## config.mk

```make
export PLATFORM = sky130hd
export DESIGN_NAME = binary_array_stream_parser_unit
export DESIGN_NICKNAME = d
export VERILOG_FILES = /design/src/rtl/basp_pkg.sv /design/src/rtl/binary_array_stream_parser_unit.sv
export SDC_FILE = /design/constraint.sdc
export NUM_CORES = 2
export LEC_CHECK = 0
export ABC_CLOCK_PERIOD_IN_PS = 12800
export BUFFER_PORTS_ARGS = -buffer_cell sky130_fd_sc_hd__buf_2
export CAP_MARGIN = 20
export CORE_MARGIN = 2
export CORE_UTILIZATION = 58
export DETAILED_ROUTE_END_ITERATION = 12
export PLACE_DENSITY_LB_ADDON = 0.1
export SLEW_MARGIN = 25
export SYNTH_ARGS = -nofsm -noshare
export SYNTH_HDL_FRONTEND = slang
export SYNTH_SLANG_ARGS = --single-unit
```

## constraint.sdc

```tcl
create_clock -name clk -period 12.8 [get_ports clk]
set_input_delay 2.56 -clock clk [delete_from_list [all_inputs] [get_ports clk]]
set_output_delay 2.56 -clock clk [all_outputs]
set_load 0.005 [all_outputs]
```

## src/rtl/basp_pkg.sv

```systemverilog
// basp_pkg: shared types and constants for the binary array stream parser
// holds phase, event and error encodings and the fixed tag bytes
// no dependencies
package basp_pkg;

  localparam int unsigned MAX_VARIABLES = 16;
  localparam int unsigned VAR_W = 5;

  localparam logic [7:0] MARKER_B    = 8'h62;
  localparam logic [7:0] VERSION_2   = 8'h02;
  localparam logic [7:0] WS_SPACE    = 8'h20;
  localparam logic [7:0] WS_NUL      = 8'h00;
  localparam logic [7:0] WS_TAB      = 8'h09;
  localparam logic [7:0] WS_NEWLINE  = 8'h0a;

  // tag bytes in stream order: " i32" and " f32"
  localparam logic [7:0] TAG_INT [4] = '{8'h20, 8'h69, 8'h33, 8'h32};
  localparam logic [7:0] TAG_FLT [4] = '{8'h20, 8'h66, 8'h33, 8'h32};

  typedef enum logic [2:0] {
    PH_IDLE    = 3'd0,
    PH_VERSION = 3'd1,
    PH_RANK    = 3'd2,
    PH_TAG     = 3'd3,
    PH_DIM     = 3'd4,
    PH_PAYLOAD = 3'd5
  } phase_t;

  typedef enum logic [2:0] {
    EV_SKIP      = 3'd0,
    EV_HEADER    = 3'd1,
    EV_DIM_DONE  = 3'd2,
    EV_PAYLOAD   = 3'd3,
    EV_ELEM_DONE = 3'd4,
    EV_STREAM    = 3'd5,
    EV_ERROR     = 3'd6
  } event_t;

  typedef enum logic [2:0] {
    ERR_NONE      = 3'd0,
    ERR_MARKER    = 3'd1,
    ERR_VERSION   = 3'd2,
    ERR_TYPE      = 3'd3,
    ERR_TRUNCATED = 3'd4,
    ERR_TOO_MANY  = 3'd5,
    ERR_OVERFLOW  = 3'd6
  } err_t;

  localparam logic [1:0] TAG_BOTH = 2'b11;
  localparam logic [1:0] TAG_FLT_ONLY = 2'b10;

endpackage

```

## src/rtl/binary_array_stream_parser_unit.sv

```systemverilog
// The result of an accepted request is in the output register in the next cycle.
// One byte is taken per cycle while in_stall is low; the dimension product is built one 64x8 partial
// product per dimension byte, so no cycle needs more than one narrow multiply.
// in_stall is raised only while a result waits and out_stall holds it.
// Reset (synchronous, rst_n low) returns the parser to whitespace skipping,
// clears the latched error and the variable count, and empties the output.
module binary_array_stream_parser_unit
  import basp_pkg::*;
(
  input  logic              clk,
  input  logic              rst_n,
  input  logic              in_valid,
  output logic              in_stall,
  input  logic [7:0]        in_data_byte,
  input  logic              in_end_of_stream,
  output logic              out_valid,
  input  logic              out_stall,
  output logic [2:0]        out_event_code,
  output logic [2:0]        out_error_code,
  output logic [VAR_W-1:0]  out_variable_number,
  output logic              out_element_type,
  output logic [7:0]        out_rank,
  output logic [7:0]        out_dimension_index,
  output logic [63:0]       out_dimension_size,
  output logic [31:0]       out_element_bits,
  output logic [63:0]       out_element_total,
  output logic              out_variable_done
);

  // parser state
  phase_t             phase_r, phase_nxt;
  err_t               lerr_r, lerr_nxt;
  logic [2:0]         pos_r, pos_nxt;
  logic [7:0]         rank_r, rank_nxt;
  logic [7:0]         dleft_r, dleft_nxt;
  logic [63:0]        dshift_r, dshift_nxt;
  logic [63:0]        cprod_r, cprod_nxt;
  logic [63:0]        eleft_r, eleft_nxt;
  logic [31:0]        eshift_r, eshift_nxt;
  logic [1:0]         tag_r, tag_nxt;
  logic [VAR_W-1:0]   vcnt_r, vcnt_nxt;
  // running product of the element count so far and the dimension being read
  logic [63:0]        acc_r, acc_nxt;
  logic               ovf_r, ovf_nxt;

  // output register
  logic               out_valid_r;
  logic [2:0]         ev_r, err_r;
  logic [VAR_W-1:0]   vn_r;
  logic               etype_r;
  logic [7:0]         rank_out_r, didx_r;
  logic [63:0]        dsz_r, total_r;
  logic [31:0]        bits_r;
  logic               vdone_r;

  // step results
  event_t             ev;
  err_t               err;
  logic [VAR_W-1:0]   vn;
  logic [7:0]         didx;
  logic [63:0]        dsz;
  logic [31:0]        bits;
  logic               vdone;

  logic               in_acc;
  logic [71:0]        mul;
  logic [135:0]       term_sh;
  logic [64:0]        acc_sum;
  logic               ovf_fin;
  logic [63:0]        dim_val;
  logic [31:0]        elem_val;
  logic [63:0]        eleft_dec;
  logic [1:0]         tag_upd;
  logic               is_ws;

  assign in_acc   = in_valid && !in_stall;
  assign in_stall = out_valid_r && out_stall;

  // one 64x8 partial product per dimension byte, placed at its byte lane
  assign mul     = cprod_r * {64'd0, in_data_byte};
  assign term_sh = {64'd0, mul} << {pos_r, 3'b000};
  assign acc_sum = {1'b0, acc_r} + {1'b0, term_sh[63:0]};
  assign ovf_fin = ovf_r || acc_sum[64] || (|term_sh[135:64]);

  assign dim_val   = dshift_r | ({56'd0, in_data_byte} << {pos_r, 3'b000});
  assign elem_val  = eshift_r | ({24'd0, in_data_byte} << {pos_r[1:0], 3'b000});
  assign eleft_dec = eleft_r - 64'd1;
  assign is_ws = (in_data_byte == WS_SPACE) || (in_data_byte == WS_NUL) ||
                 (in_data_byte == WS_TAB) || (in_data_byte == WS_NEWLINE);

  always_comb begin
    phase_nxt  = phase_r;
    lerr_nxt   = lerr_r;
    pos_nxt    = pos_r;
    rank_nxt   = rank_r;
    dleft_nxt  = dleft_r;
    dshift_nxt = dshift_r;
    cprod_nxt  = cprod_r;
    eleft_nxt  = eleft_r;
    eshift_nxt = eshift_r;
    tag_nxt    = tag_r;
    vcnt_nxt   = vcnt_r;
    acc_nxt    = acc_r;
    ovf_nxt    = ovf_r;
    ev    = EV_SKIP;
    err   = ERR_NONE;
    vn    = vcnt_r;
    didx  = 8'd0;
    dsz   = 64'd0;
    bits  = 32'd0;
    vdone = 1'b0;
    tag_upd = tag_r;

    if (lerr_r == ERR_NONE) begin
      unique case (phase_r)
        PH_IDLE: begin
          if (is_ws) begin
            ev = EV_SKIP;
          end else if (in_data_byte == MARKER_B) begin
            if (vcnt_r >= VAR_W'(MAX_VARIABLES)) begin
              err = ERR_TOO_MANY;
            end else begin
              ev        = EV_HEADER;
              phase_nxt = PH_VERSION;
              rank_nxt  = 8'd0;
              dleft_nxt = 8'd0;
              cprod_nxt = 64'd1;
              eleft_nxt = 64'd0;
              tag_nxt   = TAG_BOTH;
              pos_nxt   = 3'd0;
            end
          end else begin
            err = ERR_MARKER;
          end
        end
        PH_VERSION: begin
          if (in_data_byte == VERSION_2) begin
            ev        = EV_HEADER;
            phase_nxt = PH_RANK;
          end else begin
            err = ERR_VERSION;
          end
        end
        PH_RANK: begin
          rank_nxt  = in_data_byte;
          dleft_nxt = in_data_byte;
          pos_nxt   = 3'd0;
          tag_nxt   = TAG_BOTH;
          ev        = EV_HEADER;
          phase_nxt = PH_TAG;
        end
        PH_TAG: begin
          if (in_data_byte != TAG_INT[pos_r[1:0]]) tag_upd[0] = 1'b0;
          if (in_data_byte != TAG_FLT[pos_r[1:0]]) tag_upd[1] = 1'b0;
          tag_nxt = tag_upd;
          ev      = EV_HEADER;
          if (pos_r[1:0] == 2'd3) begin
            pos_nxt = 3'd0;
            if (tag_upd == 2'b00) begin
              err = ERR_TYPE;
            end else if (dleft_r == 8'd0) begin
              // scalar: one element follows the tag
              eleft_nxt  = 64'd1;
              eshift_nxt = 32'd0;
              phase_nxt  = PH_PAYLOAD;
            end else begin
              dshift_nxt = 64'd0;
              acc_nxt    = 64'd0;
              ovf_nxt    = 1'b0;
              phase_nxt  = PH_DIM;
            end
          end else begin
            pos_nxt = {1'b0, pos_r[1:0] + 2'd1};
          end
        end
        PH_DIM: begin
          if (pos_r != 3'd7) begin
            dshift_nxt = dim_val;
            acc_nxt    = acc_sum[63:0];
            ovf_nxt    = ovf_fin;
            pos_nxt    = pos_r + 3'd1;
            ev         = EV_HEADER;
          end else begin
            pos_nxt    = 3'd0;
            didx       = dleft_r - 8'd1;
            dsz        = dim_val;
            dshift_nxt = 64'd0;
            acc_nxt    = 64'd0;
            ovf_nxt    = 1'b0;
            dleft_nxt  = dleft_r - 8'd1;
            if (ovf_fin) begin
              cprod_nxt = '1;
              err       = ERR_OVERFLOW;
            end else begin
              cprod_nxt = acc_sum[63:0];
              ev        = EV_DIM_DONE;
              if (dleft_r == 8'd1) begin
                if (acc_sum[63:0] == 64'd0) begin
                  // empty variable: no payload
                  vdone     = 1'b1;
                  vcnt_nxt  = vcnt_r + VAR_W'(1);
                  phase_nxt = PH_IDLE;
                end else begin
                  eleft_nxt  = acc_sum[63:0];
                  eshift_nxt = 32'd0;
                  phase_nxt  = PH_PAYLOAD;
                end
              end
            end
          end
        end
        PH_PAYLOAD: begin
          if (pos_r[1:0] != 2'd3) begin
            eshift_nxt = elem_val;
            pos_nxt    = {1'b0, pos_r[1:0] + 2'd1};
            ev         = EV_PAYLOAD;
          end else begin
            pos_nxt    = 3'd0;
            bits       = elem_val;
            eshift_nxt = 32'd0;
            ev         = EV_ELEM_DONE;
            eleft_nxt  = eleft_dec;
            if (eleft_dec == 64'd0) begin
              vdone     = 1'b1;
              vcnt_nxt  = vcnt_r + VAR_W'(1);
              phase_nxt = PH_IDLE;
            end
          end
        end
        default: begin
          phase_nxt = PH_IDLE;
        end
      endcase

      if (err == ERR_NONE && in_end_of_stream) begin
        if (phase_nxt == PH_IDLE) begin
          ev       = EV_STREAM;
          vn       = vcnt_nxt;
          vcnt_nxt = '0;
        end else begin
          err = ERR_TRUNCATED;
        end
      end
      if (err != ERR_NONE) begin
        lerr_nxt = err;
      end
    end else begin
      err = lerr_r;
    end

    if (err != ERR_NONE) begin
      ev    = EV_ERROR;
      vn    = vcnt_nxt;
      didx  = 8'd0;
      dsz   = 64'd0;
      bits  = 32'd0;
      vdone = 1'b0;
    end
  end

  always_ff @(posedge clk) begin
    if (!rst_n) begin
      phase_r  <= PH_IDLE;
      lerr_r   <= ERR_NONE;
      pos_r    <= 3'd0;
      rank_r   <= 8'd0;
      dleft_r  <= 8'd0;
      dshift_r <= 64'd0;
      cprod_r  <= 64'd1;
      eleft_r  <= 64'd0;
      eshift_r <= 32'd0;
      tag_r    <= TAG_BOTH;
      vcnt_r   <= '0;
      acc_r    <= 64'd0;
      ovf_r    <= 1'b0;
    end else if (in_acc) begin
      phase_r  <= phase_nxt;
      lerr_r   <= lerr_nxt;
      pos_r    <= pos_nxt;
      rank_r   <= rank_nxt;
      dleft_r  <= dleft_nxt;
      dshift_r <= dshift_nxt;
      cprod_r  <= cprod_nxt;
      eleft_r  <= eleft_nxt;
      eshift_r <= eshift_nxt;
      tag_r    <= tag_nxt;
      vcnt_r   <= vcnt_nxt;
      acc_r    <= acc_nxt;
      ovf_r    <= ovf_nxt;
    end
  end

  always_ff @(posedge clk) begin
    if (!rst_n) begin
      out_valid_r <= 1'b0;
    end else if (in_acc) begin
      out_valid_r <= 1'b1;
    end else if (!out_stall) begin
      out_valid_r <= 1'b0;
    end
  end

  always_ff @(posedge clk) begin
    if (in_acc) begin
      ev_r       <= ev;
      err_r      <= err;
      vn_r       <= vn;
      etype_r    <= (tag_nxt == TAG_FLT_ONLY);
      rank_out_r <= rank_nxt;
      didx_r     <= didx;
      dsz_r      <= dsz;
      bits_r     <= bits;
      total_r    <= cprod_nxt;
      vdone_r    <= vdone;
    end
  end

  assign out_valid           = out_valid_r;
  assign out_event_code      = ev_r;
  assign out_error_code      = err_r;
  assign out_variable_number = vn_r;
  assign out_element_type    = etype_r;
  assign out_rank            = rank_out_r;
  assign out_dimension_index = didx_r;
  assign out_dimension_size  = dsz_r;
  assign out_element_bits    = bits_r;
  assign out_element_total   = total_r;
  assign out_variable_done   = vdone_r;

  // a latched error never changes until reset
  a_err_sticky: assert property (@(posedge clk) disable iff (!rst_n)
    (lerr_r != ERR_NONE) |=> (lerr_r == $past(lerr_r)))
    else $error("latched error changed");

  // error results always carry a code, other results never do
  a_err_code: assert property (@(posedge clk) disable iff (!rst_n)
    out_valid_r |-> ((ev_r == EV_ERROR) == (err_r != ERR_NONE)))
    else $error("event and error code disagree");

  // a variable completes only on a dimension, element or stream-done result
  a_vdone_ev: assert property (@(posedge clk) disable iff (!rst_n)
    (out_valid_r && vdone_r) |->
      (ev_r == EV_DIM_DONE || ev_r == EV_ELEM_DONE || ev_r == EV_STREAM))
    else $error("variable done on wrong event");

  // the variable count never exceeds the limit
  a_vcnt_max: assert property (@(posedge clk) disable iff (!rst_n)
    vcnt_r <= VAR_W'(MAX_VARIABLES))
    else $error("variable count above limit");

endmodule

```

==> flow_summary.yaml <==
pwr:
  power_mw: 9.10
  clockPowerShare_pct: 17.5
  p_sw_share_pct: 47.7
  comb_power_share_pct: 62.2
  power.switching_mw: 4.34
  peakVddDrop_mv: 0.151
  leakage_nw: 23.3
  p_int_mw: 4.76
  powerDensity_nw_per_um2: 169
  seqPwrFrac_pct: 20.3
worst_hold_path:
  min_from: "rank_r[5]"
  min_path_cells: 2
  min_path_type: "reg -> reg"
timing:
  finalSetupViolations: 0
  drv_slew: 0
  relSlewSlack_pct: 31.1
  hold_violations: 0
  final.min_clock_period_ns: 12.51
  fin_skew_ns: 0.0221
  min_period_over_period_pct: 97.8
  worstMarginPinSlew_ns: 1.03
  fmax_mhz: 79.9
  holdWs_ns: 0.463
  rsz0062_at_grt: "no"
  tns_ns: 0
global_route:
  grt_max_degree: 153
  antenna_found_initial: 7
  gr-total-overflow: 0
  grt_usage_pct: 40.6
  grt_pass1_vias: 44316
  grt_pass1_wl_mm: 265
placement:
  routabilityCongestion: 1.07
  place_hpwl_mm: 135
  dp_cells: 7132
  port_buffers: 203
critical_path:
  crit_arrival_ns: 12.90
  crit_slowest_cell: "o21ai_0"
  endpoint_kind: "flop"
  critPathMaxFanout: 29
  cpMostUsedCell: "o21ai_0"
  required_ns: 13.18
  r2r_start: "cprod_r[29]"
  crit_start: "in_data_byte[7]"
  start_kind: "primary input"
  criticalPathCategory: "in -> reg"
  reg2reg_setup_slack_ns: 2.02
  r2r_cells: 31
  crit_path_max_incr_delay_ns: 0.64
floorplanning:
  die_x_um: 290
  rows: 104
  die_h_um: 290
  io_pins: 204
  start_util_pct: 58.7
  core_area_um2: 80800
  dieArea_um2: 84100
logic_synthesis:
  yosysWarnings: 0
  synth_fa_ha_area_share_pct: 20.2
  synth_compound_gate_area_share_pct: 19.6
  muxShareOfSynthArea_pct: 1.25
  ys_seq_area_share_pct: 25.5
  synthCells: 5823
  synth_xor_area_share_pct: 3.04
  avgSynthCellArea_um2: 8.15
  syn_nets: 6378
  ys_seq_elements: 511
  synth-simple-area-share_pct: 23.6
  synth_top_family_by_area: "simple AND/OR/NAND/NOR gates"
  synth_cell_types: 109
  synth_enable_flop_cells: 189
  synthArstFlopShare_pct: 0
  synth_top_flop_cell: "dfxtp_1"
  syn_area_um2: 47500
detailed_routing:
  routed_wl_mm: 174
  drc: 0
  routedWlPerCell_um: 24.1
  vias: 46154
  viasPerCell: 6.37
  first_pass_iters: 6
  drt-initial-drc-count: 5176
  ant_nets: 0
cts:
  htreeDepth: 2
  cts-root-buf: "clkbuf_16"
  postCtsHoldBufs: 0
  cts_max_path_buffers: 3
  cts_num_sinks: 511
  cts_made_buffers: 55
  cts.clk_slew.worst_paths_ns: 0.06
  cts_tree: "done"
  clk_latency_ns: 0.64
outcome:
  status: "completed"
finish:
  fin_util_pct: 66.8
  syn2layout_area_growth_pct: 13.7
  layout.cells.non_filler: 7241
  drive_above_1_share_pct: 14.7
  nets: 6687
run:
  cap_violations: 0
[sequential cells by signal, indices dropped and copies added (netlist names), 3 cells and up]
register,cells
acc_r,64
cprod_r,64
dshift_r,64
eleft_r,64
out_dimension_size,64
out_element_total,64
eshift_r,32
out_element_bits,32
dleft_r,8
out_dimension_index,8
out_rank,8
rank_r,8
out_variable_number,5
vcnt_r,5
lerr_r,3
out_error_code,3
out_event_code,3
phase_r,3
pos_r,3
[routing by layer]
metal	track usage [%]	up-vias	wire length (um)
li1	-	20803	-
met1	54.2	22380	70600
met2	62.7	2480	76000
met3	8.16	483	17100
met4	20.9	8	10600
met5	0	-	51
[placed cells by master (no fill, tap or decap), types with 19 or more instances in the layout]
cell type / n
nand2_1: 579
nor2_1: 562
a21oi_1: 536
buf_4: 503
and2_1: 401
fa_1: 373
inv_1: 360
dfxtp_1: 318
o21ai_0: 223
buf_2: 198
edfxtp_1: 189
nor3_1: 171
ha_1: 168
xnor2_1: 116
a21o_1: 106
a22oi_1: 100
nand4_1: 99
a211oi_1: 87
nand3_1: 81
and2b_1: 60
a31oi_1: 59
clkbuf_16: 58
nor4_1: 57
xor2_1: 44
mux2i_1: 40
nor2b_1: 40
and3_1: 32
o21a_1: 31
or3_1: 29
o211ai_1: 29
o22ai_1: 29
o2111ai_1: 25
o21ai_1: 24
o31ai_1: 24
o21bai_1: 23
nand2b_1: 21
clkinv_2: 19
[critical path, delay by kind of cell]
| kind | cells | cell delay, ns |
|---|---|---|
| AO/OA/AOI/OAI | 16 | 4.17 |
| adder cells (fa/ha/maj) | 6 | 2.57 |
| AND/OR/NAND/NOR | 6 | 1.90 |
| multiplexers | 2 | 0.76 |
| buffers and inverters | 3 | 0.88 |
[power by group through the flow]
stage,Combinational (mW),Clock (mW),Sequential [mW]
after floorplan,2.98,0,1.82
after global placement,5.42,0,1.87
after detailed placement,5.42,0,1.87
after CTS,5.47,1.61,1.84
after global routing,5.99,1.67,1.85
final,5.66,1.59,1.84
[repair_timing]
action                                  4_1_cts  5_1_grt
endpoints found under the setup margin        0      181
buffers inserted                              0        2
gates resized for setup                       0       18
[worst paths after layout]
check,to
hold / removal,rank_r[5]
hold reg to reg,rank_r[5]
setup reg to reg,out_variable_number[1]
setup / recovery,out_variable_number[1]
[cell families after synthesis]
group / after synthesis
compound gates: 1474
simple gates: 2249
xor+xnor: 164
mux: 55
buf+inv: 828
fa+ha+maj: 542
flops: 511
[cell usage after synthesis (all sizes together) (21+ instances only)]
| master | count | area [um2] |
|---|---|---|
| nand2 | 584 | 2190 |
| nor2b | 41 | 257 |
| o2111ai | 27 | 249 |
| buf | 46 | 272 |
| mux2i | 40 | 400 |
| dfxtp | 322 | 6450 |
| a21o | 106 | 796 |
| o211ai | 29 | 218 |
| clkbuf | 418 | 1570 |
| a31oi | 61 | 388 |
| nor4 | 62 | 415 |
| o22ai | 30 | 188 |
| edfxtp | 189 | 5680 |
| ha | 169 | 2110 |
| nand2b | 21 | 131 |
| and3 | 32 | 200 |
| xor2 | 45 | 402 |
| fa | 373 | 7470 |
| o21ai | 248 | 1240 |
| nor3 | 178 | 923 |
| o31ai | 24 | 180 |
| xnor2 | 119 | 1040 |
| nor2 | 566 | 2120 |
| a211oi | 89 | 673 |
| o21bai | 23 | 173 |
| inv | 362 | 1360 |
| a22oi | 100 | 751 |
| and2 | 403 | 2520 |
| nand4 | 99 | 619 |
| or3 | 29 | 181 |
| o21a | 31 | 233 |
| and2b | 60 | 450 |
| a21oi | 542 | 2730 |
| nand3 | 84 | 420 |
[cell type report]
type / count / area (um2)
inverters: 364 / 1380
flip-flops and latches: 511 / 12100
repair buffers: 716 / 5030
clock inverters: 32 / 288
multi-input cells: 4484 / 32300
fillers: 6923 / 26800
well taps: 1060 / 1330
diodes: 2 / 5.00
clock buffers: 72 / 1520
[through the flow]
| stage | area [um2] | setup WS (ns) |
|---|---|---|
| global placement | 52000 | -0.125 |
| finish | 54000 | 0.288 |
| detailed placement | 52000 | -0.298 |
| CTS | 53800 | 0.313 |
| global route | 54000 | 0.00929 |
| floorplan | 47500 | 0.672 |
Power figures use the tool's default switching activity.
